[src/hdl/sdsh_pkg.sv]
`timescale 1ns / 1ps
`default_nettype none

package sdsh_pkg;

    localparam int unsigned DEF_BLOCK_BYTES      = 512;
    localparam int unsigned DEF_INIT_DUMMY_BYTES = 10;
    localparam int unsigned POLL_W               = 16;
    localparam logic [POLL_W-1:0] POLL_LIMIT_RST = 16'hFFFF;

    localparam int unsigned FRAME_BYTES    = 6;
    localparam int unsigned READ_PRE_BYTES = 4;
    localparam int unsigned CRC_BYTES      = 2;

    localparam logic [7:0] CODE_CMD0  = 8'h40;
    localparam logic [7:0] CODE_CMD1  = 8'h41;
    localparam logic [7:0] CODE_CMD17 = 8'h51;
    localparam logic [7:0] CODE_CMD24 = 8'h58;
    localparam logic [7:0] FRAME_CRC  = 8'h95;
    localparam logic [7:0] TOK_START  = 8'hFE;
    localparam logic [7:0] BYTE_IDLE  = 8'hFF;
    localparam logic [7:0] R1_IDLE    = 8'h01;
    localparam logic [7:0] DRESP_MASK = 8'h05;

    typedef enum logic [1:0] {
        CMD_XCHG  = 2'd0,
        CMD_INIT  = 2'd1,
        CMD_READ  = 2'd2,
        CMD_WRITE = 2'd3
    } t_cmd;

    typedef enum logic [2:0] {
        ST_OK       = 3'd0,
        ST_NO_CARD  = 3'd1,
        ST_WPROT    = 3'd2,
        ST_RST_REJ  = 3'd3,
        ST_INIT_TO  = 3'd4,
        ST_RD_FAIL  = 3'd5,
        ST_WR_FAIL  = 3'd6,
        ST_RSVD     = 3'd7
    } t_status;

    typedef enum logic [23:0] {
        PH_IDLE     = 24'h000001,
        PH_DUMMY    = 24'h000002,
        PH_F0       = 24'h000004,
        PH_R0       = 24'h000008,
        PH_GAP0     = 24'h000010,
        PH_F1       = 24'h000020,
        PH_R1       = 24'h000040,
        PH_T1_AGAIN = 24'h000080,
        PH_T1_OK    = 24'h000100,
        PH_T1_FAIL  = 24'h000200,
        PH_RPRE     = 24'h000400,
        PH_FRW      = 24'h000800,
        PH_RRW      = 24'h001000,
        PH_RGAP     = 24'h002000,
        PH_RTOK     = 24'h004000,
        PH_RDATA    = 24'h008000,
        PH_RCRC     = 24'h010000,
        PH_WGAP     = 24'h020000,
        PH_WDATA    = 24'h040000,
        PH_WLAST    = 24'h080000,
        PH_WCRC1    = 24'h100000,
        PH_WCRC2    = 24'h200000,
        PH_WRESP    = 24'h400000,
        PH_WBUSY    = 24'h800000
    } t_phase;

    typedef struct packed {
        logic       send_valid;
        logic [7:0] send_byte;
        logic       chip_select_low;
        logic       want_data;
        logic       read_valid;
        logic [7:0] read_byte;
        logic       done_res;
        logic [2:0] status;
    } t_result;

    function automatic logic [7:0] frame_byte(input logic [7:0] code,
                                              input logic [31:0] addr,
                                              input logic [2:0] idx);
        case (idx)
            3'd0:    frame_byte = code;
            3'd1:    frame_byte = addr[31:24];
            3'd2:    frame_byte = addr[23:16];
            3'd3:    frame_byte = addr[15:8];
            3'd4:    frame_byte = addr[7:0];
            default: frame_byte = FRAME_CRC;
        endcase
    endfunction

endpackage

`default_nettype wire

[src/hdl/sdsh_seq.sv]
`timescale 1ns / 1ps
`default_nettype none

module sdsh_seq
    import sdsh_pkg::*;
#(
    parameter int unsigned BLOCK_BYTES      = DEF_BLOCK_BYTES,
    parameter int unsigned INIT_DUMMY_BYTES = DEF_INIT_DUMMY_BYTES
) (
    input  wire              i_clk,
    input  wire              i_rst_n,
    input  wire              i_step,
    input  wire [1:0]        i_cmd,
    input  wire [31:0]       i_address,
    input  wire              i_card_absent,
    input  wire              i_write_protect,
    input  wire [7:0]        i_miso_byte,
    input  wire [7:0]        i_data_in,
    input  wire [POLL_W-1:0] i_poll_limit,
    output t_result          o_result
);

    localparam int unsigned CNT_W = ($clog2(BLOCK_BYTES) > 6) ? $clog2(BLOCK_BYTES) : 6;

    t_phase            r_phase, n_phase;
    t_cmd              r_operation, n_operation;
    logic [CNT_W-1:0]  r_byte_count, n_byte_count;
    logic [POLL_W-1:0] r_poll_count, n_poll_count;
    logic [POLL_W-1:0] r_retry_count, n_retry_count;
    logic [31:0]       r_address_hold, n_address_hold;
    logic              r_select, n_select;

    logic [CNT_W-1:0]  cnt_inc;
    logic [POLL_W-1:0] poll_inc;
    logic [POLL_W-1:0] retry_inc;
    logic [7:0]        rw_code;
    logic [7:0]        cur_code;
    t_result           res;

    assign cnt_inc   = r_byte_count + CNT_W'(1);
    assign poll_inc  = r_poll_count + POLL_W'(1);
    assign retry_inc = r_retry_count + POLL_W'(1);
    assign rw_code   = (r_operation == CMD_WRITE) ? CODE_CMD24 : CODE_CMD17;
    assign cur_code  = (r_phase == PH_F0) ? CODE_CMD0 :
                       (r_phase == PH_F1) ? CODE_CMD1 : rw_code;

    always_comb begin
        n_phase        = r_phase;
        n_operation    = r_operation;
        n_byte_count   = r_byte_count;
        n_poll_count   = r_poll_count;
        n_retry_count  = r_retry_count;
        n_address_hold = r_address_hold;
        n_select       = r_select;
        res            = '0;

        if (t_cmd'(i_cmd) != CMD_XCHG) begin
            n_operation = t_cmd'(i_cmd);
            n_phase     = PH_IDLE;
            if (i_card_absent) begin
                res.done_res = 1'b1;
                res.status   = ST_NO_CARD;
            end else if (t_cmd'(i_cmd) == CMD_INIT) begin
                n_address_hold = '0;
                n_select       = 1'b0;
                n_byte_count   = '0;
                n_phase        = PH_DUMMY;
                res.send_valid = 1'b1;
                res.send_byte  = BYTE_IDLE;
            end else if (t_cmd'(i_cmd) == CMD_READ) begin
                n_address_hold = i_address;
                n_byte_count   = '0;
                n_phase        = PH_RPRE;
                res.send_valid = 1'b1;
                res.send_byte  = BYTE_IDLE;
            end else if (i_write_protect) begin
                res.done_res = 1'b1;
                res.status   = ST_WPROT;
            end else begin
                n_address_hold = i_address;
                n_byte_count   = '0;
                n_phase        = PH_FRW;
                res.send_valid = 1'b1;
                res.send_byte  = CODE_CMD24;
            end
        end else begin
            unique case (r_phase)
                PH_IDLE: begin
                end
                PH_DUMMY: begin
                    res.send_valid = 1'b1;
                    if (cnt_inc < CNT_W'(INIT_DUMMY_BYTES)) begin
                        n_byte_count  = cnt_inc;
                        res.send_byte = BYTE_IDLE;
                    end else begin
                        n_select      = 1'b1;
                        n_byte_count  = '0;
                        n_phase       = PH_F0;
                        res.send_byte = CODE_CMD0;
                    end
                end
                PH_F0, PH_F1, PH_FRW: begin
                    res.send_valid = 1'b1;
                    n_byte_count   = cnt_inc;
                    if (cnt_inc < CNT_W'(FRAME_BYTES)) begin
                        res.send_byte = frame_byte(cur_code, r_address_hold, cnt_inc[2:0]);
                    end else begin
                        n_poll_count  = '0;
                        res.send_byte = BYTE_IDLE;
                        unique case (r_phase)
                            PH_F0:   n_phase = PH_R0;
                            PH_F1:   n_phase = PH_R1;
                            default: n_phase = PH_RRW;
                        endcase
                    end
                end
                PH_R0, PH_R1, PH_RRW: begin
                    n_poll_count = poll_inc;
                    if (i_miso_byte[7] && poll_inc < i_poll_limit) begin
                        res.send_valid = 1'b1;
                        res.send_byte  = BYTE_IDLE;
                    end else if (r_phase == PH_R0) begin
                        if (i_miso_byte != R1_IDLE) begin
                            n_phase      = PH_IDLE;
                            res.done_res = 1'b1;
                            res.status   = ST_RST_REJ;
                        end else begin
                            n_retry_count  = '0;
                            n_phase        = PH_GAP0;
                            res.send_valid = 1'b1;
                            res.send_byte  = BYTE_IDLE;
                        end
                    end else if (r_phase == PH_R1) begin
                        n_retry_count  = retry_inc;
                        res.send_valid = 1'b1;
                        res.send_byte  = BYTE_IDLE;
                        priority if (i_miso_byte != 8'h00 && retry_inc < i_poll_limit) begin
                            n_phase = PH_T1_AGAIN;
                        end else if (retry_inc >= i_poll_limit) begin
                            n_phase = PH_T1_FAIL;
                        end else begin
                            n_phase = PH_T1_OK;
                        end
                    end else if (i_miso_byte != 8'h00) begin
                        n_phase      = PH_IDLE;
                        res.done_res = 1'b1;
                        res.status   = (r_operation == CMD_WRITE) ? ST_WR_FAIL : ST_RD_FAIL;
                    end else begin
                        n_byte_count   = '0;
                        n_phase        = (r_operation == CMD_WRITE) ? PH_WGAP : PH_RGAP;
                        res.send_valid = 1'b1;
                        res.send_byte  = BYTE_IDLE;
                    end
                end
                PH_GAP0, PH_T1_AGAIN: begin
                    n_byte_count   = '0;
                    n_phase        = PH_F1;
                    res.send_valid = 1'b1;
                    res.send_byte  = CODE_CMD1;
                end
                PH_T1_OK: begin
                    n_phase      = PH_IDLE;
                    res.done_res = 1'b1;
                    res.status   = ST_OK;
                end
                PH_T1_FAIL: begin
                    n_phase      = PH_IDLE;
                    res.done_res = 1'b1;
                    res.status   = ST_INIT_TO;
                end
                PH_RPRE: begin
                    res.send_valid = 1'b1;
                    if (cnt_inc < CNT_W'(READ_PRE_BYTES)) begin
                        n_byte_count  = cnt_inc;
                        res.send_byte = BYTE_IDLE;
                    end else begin
                        n_byte_count  = '0;
                        n_phase       = PH_FRW;
                        res.send_byte = rw_code;
                    end
                end
                PH_RGAP: begin
                    n_byte_count   = cnt_inc;
                    res.send_valid = 1'b1;
                    res.send_byte  = BYTE_IDLE;
                    if (cnt_inc >= CNT_W'(CRC_BYTES)) begin
                        n_poll_count = '0;
                        n_phase      = PH_RTOK;
                    end
                end
                PH_RTOK: begin
                    n_poll_count = poll_inc;
                    priority if (i_miso_byte != TOK_START && poll_inc < i_poll_limit) begin
                        res.send_valid = 1'b1;
                        res.send_byte  = BYTE_IDLE;
                    end else if (poll_inc >= i_poll_limit) begin
                        n_phase      = PH_IDLE;
                        res.done_res = 1'b1;
                        res.status   = ST_RD_FAIL;
                    end else begin
                        n_byte_count   = '0;
                        n_phase        = PH_RDATA;
                        res.send_valid = 1'b1;
                        res.send_byte  = BYTE_IDLE;
                    end
                end
                PH_RDATA: begin
                    res.read_valid = 1'b1;
                    res.read_byte  = i_miso_byte;
                    res.send_valid = 1'b1;
                    res.send_byte  = BYTE_IDLE;
                    if (r_byte_count >= CNT_W'(BLOCK_BYTES - 1)) begin
                        n_byte_count = '0;
                        n_phase      = PH_RCRC;
                    end else begin
                        n_byte_count = cnt_inc;
                    end
                end
                PH_RCRC: begin
                    n_byte_count = cnt_inc;
                    if (cnt_inc < CNT_W'(CRC_BYTES)) begin
                        res.send_valid = 1'b1;
                        res.send_byte  = BYTE_IDLE;
                    end else begin
                        n_phase      = PH_IDLE;
                        res.done_res = 1'b1;
                        res.status   = ST_OK;
                    end
                end
                PH_WGAP: begin
                    n_byte_count   = '0;
                    n_phase        = PH_WDATA;
                    res.want_data  = 1'b1;
                    res.send_valid = 1'b1;
                    res.send_byte  = TOK_START;
                end
                PH_WDATA: begin
                    res.send_valid = 1'b1;
                    res.send_byte  = i_data_in;
                    if (r_byte_count >= CNT_W'(BLOCK_BYTES - 1)) begin
                        n_phase = PH_WLAST;
                    end else begin
                        n_byte_count  = cnt_inc;
                        res.want_data = 1'b1;
                    end
                end
                PH_WLAST, PH_WCRC1, PH_WCRC2: begin
                    res.send_valid = 1'b1;
                    res.send_byte  = BYTE_IDLE;
                    unique case (r_phase)
                        PH_WLAST: n_phase = PH_WCRC1;
                        PH_WCRC1: n_phase = PH_WCRC2;
                        default:  n_phase = PH_WRESP;
                    endcase
                end
                PH_WRESP: begin
                    if ((i_miso_byte & DRESP_MASK) != DRESP_MASK) begin
                        n_phase      = PH_IDLE;
                        res.done_res = 1'b1;
                        res.status   = ST_WR_FAIL;
                    end else begin
                        n_poll_count   = '0;
                        n_phase        = PH_WBUSY;
                        res.send_valid = 1'b1;
                        res.send_byte  = BYTE_IDLE;
                    end
                end
                PH_WBUSY: begin
                    n_poll_count = poll_inc;
                    priority if (i_miso_byte != BYTE_IDLE && poll_inc < i_poll_limit) begin
                        res.send_valid = 1'b1;
                        res.send_byte  = BYTE_IDLE;
                    end else if (poll_inc >= i_poll_limit) begin
                        n_phase      = PH_IDLE;
                        res.done_res = 1'b1;
                        res.status   = ST_WR_FAIL;
                    end else begin
                        n_phase      = PH_IDLE;
                        res.done_res = 1'b1;
                        res.status   = ST_OK;
                    end
                end
                default: begin
                    n_phase = PH_IDLE;
                end
            endcase
        end
        res.chip_select_low = n_select;
    end

    assign o_result = res;

    always_ff @(posedge i_clk) begin
        if (!i_rst_n) begin
            r_phase        <= PH_IDLE;
            r_operation    <= CMD_XCHG;
            r_byte_count   <= '0;
            r_poll_count   <= '0;
            r_retry_count  <= '0;
            r_address_hold <= '0;
            r_select       <= 1'b0;
        end else if (i_step) begin
            r_phase        <= n_phase;
            r_operation    <= n_operation;
            r_byte_count   <= n_byte_count;
            r_poll_count   <= n_poll_count;
            r_retry_count  <= n_retry_count;
            r_address_hold <= n_address_hold;
            r_select       <= n_select;
        end
    end

endmodule

`default_nettype wire

[src/hdl/sd_spi_block_host_core.sv]
// Each input word is registered in the input stage, its result word in the output register.
// Throughput: one word per cycle unless stalled; the sequencer state updates with the result.
// Stalls: the input stage holds one word and the output register one result.
// Reset: synchronous, active low; sequencer idle, card deselected, poll limit 65535.
`timescale 1ns / 1ps
`default_nettype none

module sd_spi_block_host_core
    import sdsh_pkg::*;
#(
    parameter int unsigned BLOCK_BYTES      = DEF_BLOCK_BYTES,
    parameter int unsigned INIT_DUMMY_BYTES = DEF_INIT_DUMMY_BYTES
) (
    input  wire         i_clk,
    input  wire         i_rst_n,
    input  wire         s_axis_tvalid,
    output logic        s_axis_tready,
    // address[31:0], card_absent[32], write_protect[33], miso_byte[41:34], data_in[49:42]
    input  wire [55:0]  s_axis_tdata,
    // cmd[1:0]
    input  wire [1:0]   s_axis_tuser,
    output logic        m_axis_tvalid,
    input  wire         m_axis_tready,
    // send_valid[0], send_byte[8:1], chip_select_low[9], want_data[10], read_valid[11],
    // read_byte[19:12], done_res[20], status[23:21]
    output logic [23:0] m_axis_tdata,
    input  wire         i_cfg_valid,
    output logic        o_cfg_ready,
    input  wire [15:0]  i_cfg_data
);

    logic              r_in_valid;
    logic [49:0]       r_in_data;
    logic [1:0]        r_in_cmd;
    logic              r_out_valid;
    t_result           r_out;
    logic [POLL_W-1:0] r_poll_limit;
    logic              advance;
    t_result           seq_result;

    assign advance       = r_in_valid && (!r_out_valid || m_axis_tready);
    assign s_axis_tready = !r_in_valid || advance;
    assign o_cfg_ready   = 1'b1;

    always_ff @(posedge i_clk) begin
        if (!i_rst_n) begin
            r_poll_limit <= POLL_LIMIT_RST;
        end else if (i_cfg_valid) begin
            r_poll_limit <= i_cfg_data;
        end
    end

    always_ff @(posedge i_clk) begin
        if (!i_rst_n) begin
            r_in_valid <= 1'b0;
        end else if (s_axis_tready) begin
            r_in_valid <= s_axis_tvalid;
        end
    end

    always_ff @(posedge i_clk) begin
        if (s_axis_tvalid && s_axis_tready) begin
            r_in_data <= s_axis_tdata[49:0];
            r_in_cmd  <= s_axis_tuser;
        end
    end

    sdsh_seq #(
        .BLOCK_BYTES      (BLOCK_BYTES),
        .INIT_DUMMY_BYTES (INIT_DUMMY_BYTES)
    ) u_seq (
        .i_clk           (i_clk),
        .i_rst_n         (i_rst_n),
        .i_step          (advance),
        .i_cmd           (r_in_cmd),
        .i_address       (r_in_data[31:0]),
        .i_card_absent   (r_in_data[32]),
        .i_write_protect (r_in_data[33]),
        .i_miso_byte     (r_in_data[41:34]),
        .i_data_in       (r_in_data[49:42]),
        .i_poll_limit    (r_poll_limit),
        .o_result        (seq_result)
    );

    always_ff @(posedge i_clk) begin
        if (!i_rst_n) begin
            r_out_valid <= 1'b0;
        end else if (advance) begin
            r_out_valid <= 1'b1;
        end else if (m_axis_tready) begin
            r_out_valid <= 1'b0;
        end
    end

    always_ff @(posedge i_clk) begin
        if (advance) begin
            r_out <= seq_result;
        end
    end

    assign m_axis_tvalid = r_out_valid;
    assign m_axis_tdata  = {r_out.status, r_out.done_res, r_out.read_byte, r_out.read_valid,
                            r_out.want_data, r_out.chip_select_low, r_out.send_byte,
                            r_out.send_valid};

endmodule

`default_nettype wire

[config.mk]
export PLATFORM = sky130hd
export DESIGN_NAME = sd_spi_block_host_core
export DESIGN_NICKNAME = d
export VERILOG_FILES = /design/src/hdl/sdsh_pkg.sv /design/src/hdl/sdsh_seq.sv /design/src/hdl/sd_spi_block_host_core.sv
export SDC_FILE = /design/constraint.sdc
export NUM_CORES = 1
export LEC_CHECK = 0
export BUFFER_PORTS_ARGS = -buffer_cell sky130_fd_sc_hd__buf_2
export CAP_MARGIN = 20
export CORE_MARGIN = 1.5
export CORE_UTILIZATION = 50
export DETAILED_ROUTE_END_ITERATION = 6
export GPL_ROUTABILITY_DRIVEN = 0
export PLACE_DENSITY = 0.69
export SLEW_MARGIN = 20
export SYNTH_ARGS = -nofsm -noshare
export SYNTH_HDL_FRONTEND = slang
export SYNTH_HIERARCHICAL = 1
export SYNTH_SLANG_ARGS = --single-unit
[constraint.sdc]
create_clock -name i_clk -period 5.2 [get_ports i_clk]
set_clock_uncertainty 0.15 [all_clocks]
set_input_delay 0.26 -clock i_clk [delete_from_list [all_inputs] [get_ports i_clk]]
set_output_delay 0.26 -clock i_clk [all_outputs]
set_load 0.02 [all_outputs]
# Yosys cells after proc, flatten, opt, wreduce, memory -nomap -nowiden
# Index checks and enable logic that the tools add are counted.
# W data, S select, Z words.
# totals
out_inout_bits,27
wordCells,231
register_bits,194
input_bits,79
# classes
n_reduce_logical,32
n_bitwise,4
eq_ne,58
n_addsub,3
order_cmp,10
mux,104
# op_table
op,count
$mux W24,19
$pmux W24 S15,1
$mux W9,31
$mux W16,7
$pmux W9 S12,1
$mux W32,3
$pmux W9 S8,1
$mux W4,16
$pmux W16 S4,1
$pmux W23 S2,1
$mux W8,5
$pmux W8 S5,1
$ne A3 B2 Y1 const B,12
$add A16 B1 Y16 const B,2
$ge A16 B16 Y1,2
$lt A16 B16 Y1,2
$pmux W4 S7,1
$pmux W13 S2,1
$eq A24 B1 Y1 const B,1
$eq A24 B10 Y1 const B,1
$eq A24 B11 Y1 const B,1
$eq A24 B12 Y1 const B,1
$eq A24 B13 Y1 const B,1
$eq A24 B14 Y1 const B,1
other kinds (60),98

# Longest topological paths before layout
# Gate-level depths: netlist of the first run.
# depth
word_depth,9
depth_mapped,18
ltp_nobuf,15

# Cells and area by module
# Netlist of the first run, hierarchy kept.
# by_module_without_submodules
module,cells_each,instances,seq_area_each_um2,area_per_inst_um2
sdsh_seq,1024,1,2001.9,7902.6
sd_spi_block_host_core,139,1,2642.5,2959.1

# Worst setup path before layout of the first run
# Ideal clock, no wire load.
# synth_path
path_kind,reg2reg
start,reg u_seq.r_poll_count[0]
end,reg u_seq.r_retry_count[15]
t_arrival_ns,3.779
period_less_slack_ns,4.056
required_ns,4.923
path_slack_ns,1.144
path_buffers,3
setup_ns,0.127
path_stages_with_launch,19
path_cell_list,dfxtp_1 ha_1 nand3_1 or2_2 clkbuf_1 nor2b_1 nand4_1 xnor2_1 ha_1 nand4_1 nor3_1 o21ai_1 and3_1 clkbuf_1 and2_1 or4b_1 clkbuf_1 a22oi_1 nor2_1
# synth_between
elab_chain_len,5
# synth_lines
item,line_no,source
start: declaration,sdsh_seq.sv:28,"logic [POLL_W-1:0] r_poll_count, n_poll_count;"
start signal: assignment,sdsh_seq.sv:306,r_poll_count <= n_poll_count;
$add A16 B1 Y16,sdsh_seq.sv:41,assign poll_inc = r_poll_count + POLL_W'(1);
$lt A16 B16 Y1,sdsh_seq.sv:119,if (i_miso_byte[7] && poll_inc < i_poll_limit) begin
$logic_and A1 B1 Y1,sdsh_seq.sv:119,
$not A1 Y1 (no source line),--,
$reduce_and A6 Y1 (no source line),--,
end signal: assignment,sdsh_seq.sv:307,r_retry_count <= n_retry_count;
end: declaration,sdsh_seq.sv:29,"logic [POLL_W-1:0] r_retry_count, n_retry_count;"
# Every way passes these cells.
# A chain may end at the register's enable or synchronous reset.

==> results of run 1 <==
cell families after synthesis:
group	share of synthesized area, %
and+or+nand+nor	26.41
AOI/OAI and AO/OA	16.47
DFF	42.76
buffers and inverters	4.228
adders and majority gates	5.069
xor gates and xnor gates	2.903
muxes	2.120
other	0.03453
worst paths after layout:
kind / slack, ns / endpoint
worst max-delay path: 0.57 / m_axis_tdata[8]
worst min-delay path: 0.19 / r_poll_limit[13]
worst max register to register: 0.57 / m_axis_tdata[8]
worst min register to register: 0.33 / r_poll_limit[15]
worst reg2reg max path, delay by kind of cell (launching register included):
kind,cells,cell delay (ns)
AOI/OAI and AO/OA,2,0.22
xor gates and xnor gates,1,0.16
adders and majority gates,2,0.57
DFF,1,0.44
and+or+nand+nor,10,2.83
routing by layer:
layer | vias up | wire length [µm] | GRT usage (%)
met5 | - | 0 | 0
met2 | 438 | 13680 | 43.83
met3 | 65 | 2429 | 6.667
met1 | 4490 | 12540 | 33.81
li1 | 4594 | - | -
met4 | 0 | 694 | 8.627
per-stage QoR:
step	hold slack, ns	power, µW	area, µm²
floorplan	0.2089	1828	10860
global placement	0.2861	1907	11490
detailed placement	0.2881	1911	11490
CTS	0.1693	3370	12850
global route	0.2068	3460	12850
finish	0.1896	3350	12850
report_power, final:
part / switching (µW) / internal [µW]
clock network: 718 / 709
registers: 24.4 / 1630
logic: 154 / 115
registers in the layout, indices dropped and copies added (netlist names), 2 cells and up:
register              count
u_seq/r_retry_count      16
r_in_cmd                  2
u_seq/r_byte_count        9
u_seq/r_phase            24
u_seq/r_poll_count       16
r_in_data                50
r_poll_limit             16
u_seq/r_address_hold     32
u_seq/r_operation         2
m_axis_tdata             24
final cells by class:
class | count | area share [%]
Clock buffer | 18 | 3.505
Clock inverter | 14 | 1.558
Inverter | 35 | 1.022
Multi-Input combinational cell | 868 | 45.01
Sequential cell | 194 | 36.14
Tap cell | 275 | 2.677
Timing Repair Buffer | 182 | 10.09
cell usage in the layout, fill, tap and decap left out, types with 12 or more instances in the layout:
cell type / instances
nand4_1: 26
dfxtp_1: 118
o21ai_0: 29
nor4_1: 24
a22o_1: 12
dlygate4sd3_1: 70
nor2b_1: 48
clkbuf_16: 18
nand2_1: 112
and2_1: 18
inv_1: 35
mux2i_1: 23
edfxtp_1: 76
ha_1: 44
nand3_1: 40
nor2_1: 63
xor2_1: 17
nor3_1: 27
buf_2: 98
nor3b_1: 34
and3_1: 17
buf_4: 14
o31ai_1: 12
xnor2_1: 19
a21oi_1: 93
==> flow_metrics.tcl, run 1 <==
set metrics [dict create \
    io_buffers 98 \
    final_nets 1421 \
    start_util_pct 51.35 \
    clock-sinks 194 \
    root_buffer "clkbuf_16" \
    relSlewSlack_pct 21.49 \
    grt_max_degree 102 \
    dp_cells 1484 \
    hp-class "in -> reg" \
    wl_per_cell_um 18.50 \
    n_fill_cell 1782 \
    drtIter0Drc 1013 \
    vias 9587 \
    hold_start "i_cfg_valid" \
    irDropWorstVdd_mv 0.2110 \
    core_um2 21150 \
    synth_seq_cells 194 \
    htreeDepth 4 \
    worst_slew_pin_slew_ns 1.167 \
    synth_warnings 6 \
    area_delta_synth_final_pct 18.32 \
    cp-start-kind "register" \
    cts_made_buffers 17 \
    hold_path_depth 3 \
    cellPowerDensity_nw_per_um2 260.6 \
    cts_tree "done" \
    synthFlopType "dfxtp_1" \
    drive_above_1_share_pct 14.95 \
    regArea_um2 4644 \
    tns_ns 0 \
    rsz0062_at_grt "false" \
    ioPinCount 106 \
    cp-end-kind "register" \
    diodes 0 \
    critical_path_arrival_ns 4.67 \
    hold_violations 0 \
    crit_start "u_seq/r_poll_count[0]" \
    path_cells "ha_1, nand3_1, or2_2, nor2b_1, nand4_1, xnor2_1, ha_1, nand4_1, nor4_1, nand2b_1, nand2_1, a31oi_1, or4_1, nor3_1, a21oi_1" \
    setup_violations 0 \
    grt_overflow 0 \
    die_h_um 150.4 \
    max_stage_delay_ns 0.65 \
    utilization_pct 60.75 \
    final_antenna_net_count 0 \
    synthTopCellsByCount "118 x dfxtp_1, 113 x nand2_1, 94 x a21oi_1" \
    avgSynthCellArea_um2 9.339 \
    synth_top_area_share_pct 21.75 \
    drt_wl_total_um 29340 \
    postCtsSetupBuffers 0 \
    postSynthCellCount 1163 \
    final_cell_count_no_fill 1586 \
    die_w_um 150.4 \
    maxSlewViolCount 0 \
    cp_num_cells 15 \
    cp_slowest_cell "or4_1" \
    post_cts_resized 0 \
    min_period_over_period_pct 89.09 \
    fmax_ghz 0.2159 \
    die_area_um2 22620 \
    viasPerCell 6.045 \
    required_ns 5.24 \
    clk_latency_ns 0.45 \
    hold_buffers 70 \
    grt_pass1_vias 9155 \
    post-route-min-period_ns 4.633 \
    grt_pass1_wl_um 46450 \
    firstDrtPassIters 5 \
    cts_buffer_depth 2 \
    drcViolationCount 0 \
    clk_pin_slew_worst_paths_ns 0.09 \
    place_hpwl_um 19930 \
    max_cap_viol_count 0 \
    status "completed" \
    multi_input_area_um2 5784 \
    syn_area_um2 10860 \
    dpl_worst_slack_ns 0.6046 \
    antenna_found_initial 0 \
    synth_top_cell_by_area "dfxtp_1" \
    critPathBufInv 0 \
    p_leak_uw 0.005140 \
    reg2reg_from "u_seq/r_poll_count[0]" \
    grt_use_total_pct 26.49 \
    worst_slack_ns 0.5675 \
    ys_top_cells_by_area "dfxtp_1 22%, edfxtp_1 21%, ha_1 5.1%" \
    synth.most_common_cell "dfxtp_1" \
    cp_max_fo 6 \
    yosysSeqAreaShare_pct 42.76 \
    ys_types 93 \
    async_flop_share_pct 0 \
    ff2ff_path_depth 15 \
    critical-path-top-delay-family "simple AND/OR/NAND/NOR gates" \
    path_class "reg -> reg" \
    synthesis.nets 1286 \
    rows 53 \
    synth_enable_flop_cells 76 \
]
Power figures use the tool's default switching activity.
==> run 2: changes to the inputs <==
Settings changed: CORE_UTILIZATION 50 to 60, PLACE_DENSITY 0.69 to 0.81.
==> run 2 against run 1 <==
Effect of this change:
- the flow now finishes with violations (DRC)
- total power decreased by 1.8%
- worst hold slack worse by 0.012 ns
- register-to-register slack got worse by 0.24 ns
- critical path type unchanged
- largest cell class unchanged
==> flow_metrics.tcl, run 2 (synthesis results as in run 1) <==
set metrics [dict create \
    failed_checks "DRC" \
    min_to "r_poll_limit[10]" \
    cts_made_buffers 17 \
    drt_wl_total_um 29100 \
    core_um2 17840 \
    p_leak_uw 0.005114 \
    root_buffer "clkbuf_16" \
    hold_violations 0 \
    clk_pin_slew_worst_paths_ns 0.08 \
    required_ns 5.23 \
    final_nets 1419 \
    cp-start-kind "register" \
    viasPerCell 6.324 \
    drtIter0Drc 1244 \
    grt_max_degree 101 \
    area_delta_synth_final_pct 17.51 \
    tns_ns 0 \
    relSlewSlack_pct 34.41 \
    path_class "reg -> reg" \
    wl_per_cell_um 18.92 \
    min_period_over_period_pct 93.67 \
    hold_path_depth 3 \
    combPwrFrac_pct 8.2 \
    critical_path_arrival_ns 4.90 \
    cp_max_fo 6 \
    place_hpwl_um 19190 \
    clk_latency_ns 0.46 \
    antenna_found_initial 1 \
    drive_above_1_share_pct 14.82 \
    diodes 0 \
    io_buffers 98 \
    final_common_cell "dfxtp_1" \
    final_antenna_net_count 0 \
    clockPowerShare_pct 41.5 \
    p_sw_uw 876.9 \
    grt_pass1_vias 9016 \
    utilization_pct 71.54 \
    die_w_um 137.5 \
    cellPowerDensity_nw_per_um2 257.8 \
    cp-end-kind "register" \
    hold_buffers 70 \
    ff2ff_path_depth 15 \
    reg2reg_from "u_seq/r_poll_count[0]" \
    worst_slew_pin_slew_ns 0.9749 \
    regMostFlops "r_in_data" \
    cts_buffer_depth 2 \
    final_cell_mix "118 x dfxtp_1, 112 x nand2_1, 98 x buf_2, 93 x a21oi_1, 76 x edfxtp_1" \
    hp-class "in -> reg" \
    post_cts_resized 0 \
    setup_violations 0 \
    p_int_uw 2413 \
    largest_reg_flops 50 \
    irDropWorstVdd_mv 0.3302 \
    rrSetupSlack_ns 0.33 \
    n_fill_cell 1348 \
    grt_pass1_wl_um 45460 \
    status "finished with violations" \
    rows 49 \
    rr_endpoint "m_axis_tdata[3]" \
    firstDrtPassIters 7 \
    reg.largest.list "r_in_data: 50 flops, u_seq/r_address_hold: 32 flops" \
    die_area_um2 18920 \
    grt_use_total_pct 31.36 \
    post-route-min-period_ns 4.871 \
    fmax_ghz 0.2053 \
    drcViolationCount 2 \
    rsz0062_at_grt "false" \
    postCtsSetupBuffers 0 \
    grt_overflow 0 \
    p_seq_share_pct 50.3 \
    vias 9727 \
    cts_tree "done" \
    start_util_pct 60.88 \
    htreeDepth 4 \
    maxSlewViolCount 0 \
    final_cell_count_no_fill 1538 \
    dp_cells 1436 \
    max_cap_viol_count 0 \
    die_h_um 137.5 \
    power.share.switching_pct 26.65 \
    ioPinCount 106 \
    hold_start "i_cfg_valid" \
    clock-sinks 194 \
]
run 2: cell count changes in the layout (fill, tap and decap cells not counted):
cell and change:
clkbuf_16 -1, clkinvlp_4 +1, nor2b_4 -1, clkinv_8 +5
inv_12 -3, buf_4 -2, nor2b_2 +1, clkinv_4 +1
inv_8 -3
run 2: final cells by class:
type                       count  area [µm²]  area share, %
clock buffer                  17       425.4          3.333
clock inverter                15       215.2          1.686
inverter                      35       131.4          1.029
multi-input combinational    868        5779          45.28
sequential                   194        4644          36.39
tap                          229       286.5          2.245
timing repair buffer         180        1281          10.04
run 2: stage by stage:
stage / setup WS, ns / hold WS [ns] / area, µm² / power, µW
2_1_floorplan: 1.144 / 0.2089 / 10860 / 1828
3_3_place_gp: 0.7418 / 0.2860 / 11420 / 1901
3_5_place_dp: 0.4859 / 0.2881 / 11420 / 1907
4_1_cts: 0.4791 / 0.1636 / 12760 / 3298
5_1_grt: 0.1478 / 0.1842 / 12760 / 3398
6_report: 0.3290 / 0.1775 / 12760 / 3290
run 2: power groups by stage:
| stage | combinational [µW] | clock, µW | sequential [µW] |
|---|---|---|---|
| 2_1_floorplan | 136 | 0 | 1690 |
| 3_3_place_gp | 215 | 0 | 1690 |
| 3_5_place_dp | 220 | 0 | 1690 |
| 4_1_cts | 261 | 1380 | 1650 |
| 5_1_grt | 293 | 1450 | 1660 |
| 6_report | 269 | 1370 | 1650 |
run 2: worst max-delay path, stage by stage (launching register included):
cell and delay [ns]:
dfxtp_1 0.42, ha_1 0.26, nand3_1 0.14, or2_2 0.37
nor2b_1 0.23, nand4_1 0.15, xnor2_1 0.17, ha_1 0.30
nand4_1 0.20, nor4_1 0.51, nand2b_1 0.16, nand2_1 0.10
a31oi_1 0.08, or4_1 0.63, nor3_1 0.56, a21oi_1 0.17
run 2: how the worst max path moves through the flow:
stage	startpoint	end	slack (ns)	depth (start not counted)
after global routing	u_seq/r_poll_count[0]	m_axis_tdata[3]	0.15	15
after CTS	u_seq/r_poll_count[0]	m_axis_tdata[3]	0.48	15
after global placement	u_seq/r_poll_count[0]	m_axis_tdata[3]	0.74	15
after floorplan	u_seq/r_poll_count[0]	u_seq/r_retry_count[15]	1.14	18
after detailed placement	u_seq/r_poll_count[0]	m_axis_tdata[3]	0.49	15
final	u_seq/r_poll_count[0]	m_axis_tdata[3]	0.33	15
run 2: per-layer routing:
layer  track usage, %  share of wire [%]  vias up
met1            39.05                 41     4517
met4            13.74                3.6        0
met3            8.572                9.6       99
met5                0                  0        -
met2            51.06                 46      518
li1                 -                  -     4593
==> run 3: changes to the inputs <==
Settings changed: ABC_CLOCK_PERIOD_IN_PS set to 5200, PLACE_DENSITY 0.81 to 0.83.
==> run 3 against run 2 <==
Effect of this change:
- the run now ends clean
- fmax increased by 0.43%
- die area unchanged
- utilization increased by 0.11 points
- global-route usage increased by 0.23 points
- critical endpoint is now m_axis_tdata[6]
- sequential share of layout area decreased by 0.057 points
- cell area increased by 0.16%
- routed wire length increased by 1.1%
- highest routed layer unchanged
==> flow_metrics.tcl, run 3 (synthesis results as in run 1) <==
set metrics [dict create \
    status "completed" \
    drive_above_1_share_pct 14.82 \
    cp_max_fo 6 \
    cp-start-kind "register" \
    root_buffer "clkbuf_16" \
    ioPinCount 106 \
    htreeDepth 4 \
    grt_overflow 0 \
    critPathBufInv 0 \
    clock-sinks 194 \
    rows 49 \
    p_seq_share_pct 49.8 \
    reg.largest.list "r_in_data: 50 flops, u_seq/r_address_hold: 32 flops" \
    drtIter0Drc 1080 \
    viasPerCell 6.413 \
    grt_use_total_pct 31.59 \
    dpl_worst_slack_ns 0.4901 \
    min_period_over_period_pct 93.27 \
    cts_made_buffers 17 \
    fmax_ghz 0.2062 \
    max_cap_viol_count 0 \
    power.share.switching_pct 26.95 \
    largest_reg_flops 50 \
    p_leak_uw 0.005127 \
    critical_path_arrival_ns 4.87 \
    p_int_uw 2426 \
    drcViolationCount 0 \
    post_cts_resized 0 \
    die_area_um2 18920 \
    postLayoutCellArea_um2 12780 \
    final_antenna_net_count 0 \
    cts_buffer_depth 2 \
    relSlewSlack_pct 33.91 \
    grt_max_degree 85 \
    required_ns 5.22 \
    setup_violations 0 \
    regMostFlops "r_in_data" \
    io_buffers 98 \
    maxSlewViolCount 0 \
    firstDrtPassIters 6 \
    start_util_pct 60.88 \
    rsz0062_at_grt "false" \
    die_w_um 137.5 \
    postCtsSetupBuffers 0 \
    vias 9869 \
    hp-class "in -> reg" \
    clk_latency_ns 0.45 \
    cp-end-kind "register" \
    post-route-min-period_ns 4.850 \
    final_nets 1419 \
    path_class "reg -> reg" \
    n_fill_cell 1285 \
    grt_pass1_wl_um 45840 \
    area_delta_synth_final_pct 17.69 \
    total_power_uw 3321 \
    antenna_found_initial 1 \
    hold_violations 0 \
    max_stage_delay_ns 0.65 \
    hold_buffers 70 \
    wl_per_cell_um 19.12 \
    irDropWorstVdd_mv 0.2185 \
    cp_slowest_cell "or4_1" \
    place_hpwl_um 19470 \
    drt_wl_total_um 29430 \
    final_common_cell "dfxtp_1" \
    holdWs_ns 0.01126 \
    core_um2 17840 \
    clockPowerShare_pct 42.0 \
    combPwrFrac_pct 8.1 \
    die_h_um 137.5 \
    worst_slack_ns 0.3499 \
    final_cell_mix "118 x dfxtp_1, 112 x nand2_1, 98 x buf_2, 93 x a21oi_1, 76 x edfxtp_1" \
    rrSetupSlack_ns 0.35 \
    cts_tree "done" \
    worst_slew_pin_slew_ns 0.9823 \
    cellPowerDensity_nw_per_um2 259.8 \
    clk_pin_slew_worst_paths_ns 0.09 \
    path_cells "ha_1, nand3_1, or2_2, nor2b_1, nand4_1, xnor2_1, ha_1, nand4_1, nor4_1, nand2b_1, nand2_1, a31oi_1, or4_1, nor3_1, a21oi_1" \
    tns_ns 0 \
    p_sw_uw 895.1 \
    placed_area_um2 11420 \
    critical-path-top-delay-family "simple AND/OR/NAND/NOR gates" \
    grt_pass1_vias 9250 \
]
run 3: area by class of cell:
class	instances	area, µm²	share of cell area (%)
clock buffers	17	425.4	3.328
inverters	35	131.4	1.028
repair buffers	180	1281	10.02
clock inverters	15	227.7	1.781
diodes	1	2.502	0.01958
well taps	229	286.5	2.241
flip-flops and latches	194	4644	36.33
multi-input cells	868	5784	45.25
run 3: final timing paths:
check                                         to  cells past startpoint             startpoint
worst max register to register   m_axis_tdata[6]                     15  u_seq/r_poll_count[0]
worst max-delay path             m_axis_tdata[6]                     15  u_seq/r_poll_count[0]
worst min register to register  r_poll_limit[15]                      2       r_poll_limit[15]
worst min-delay path            r_poll_limit[14]                      2                i_rst_n
run 3: metrics by stage:
stage | util [%] | instances
2_1_floorplan | - | 1163
3_3_place_gp | 64.02 | 1436
3_5_place_dp | 64.02 | 1436
4_1_cts | 71.61 | 1538
5_1_grt | 71.64 | 1538
6_report | 71.65 | 1539
run 3: power groups by stage:
stage,Sequential (µW),Clock [µW],Combinational [µW]
floorplan,1690,0,136
global placement,1690,0,215
detailed placement,1690,0,220
CTS,1650,1420,261
global route,1660,1470,293
finish,1650,1400,270
run 3: layer usage:
metal  track usage, %  vias up  wire length (µm)
met1            38.90     4582             11840
met2            51.89      571             13640
met3            6.917      121              2657
met4            16.61        0              1299
met5                0        -                 0
li1                 -     4595                 -
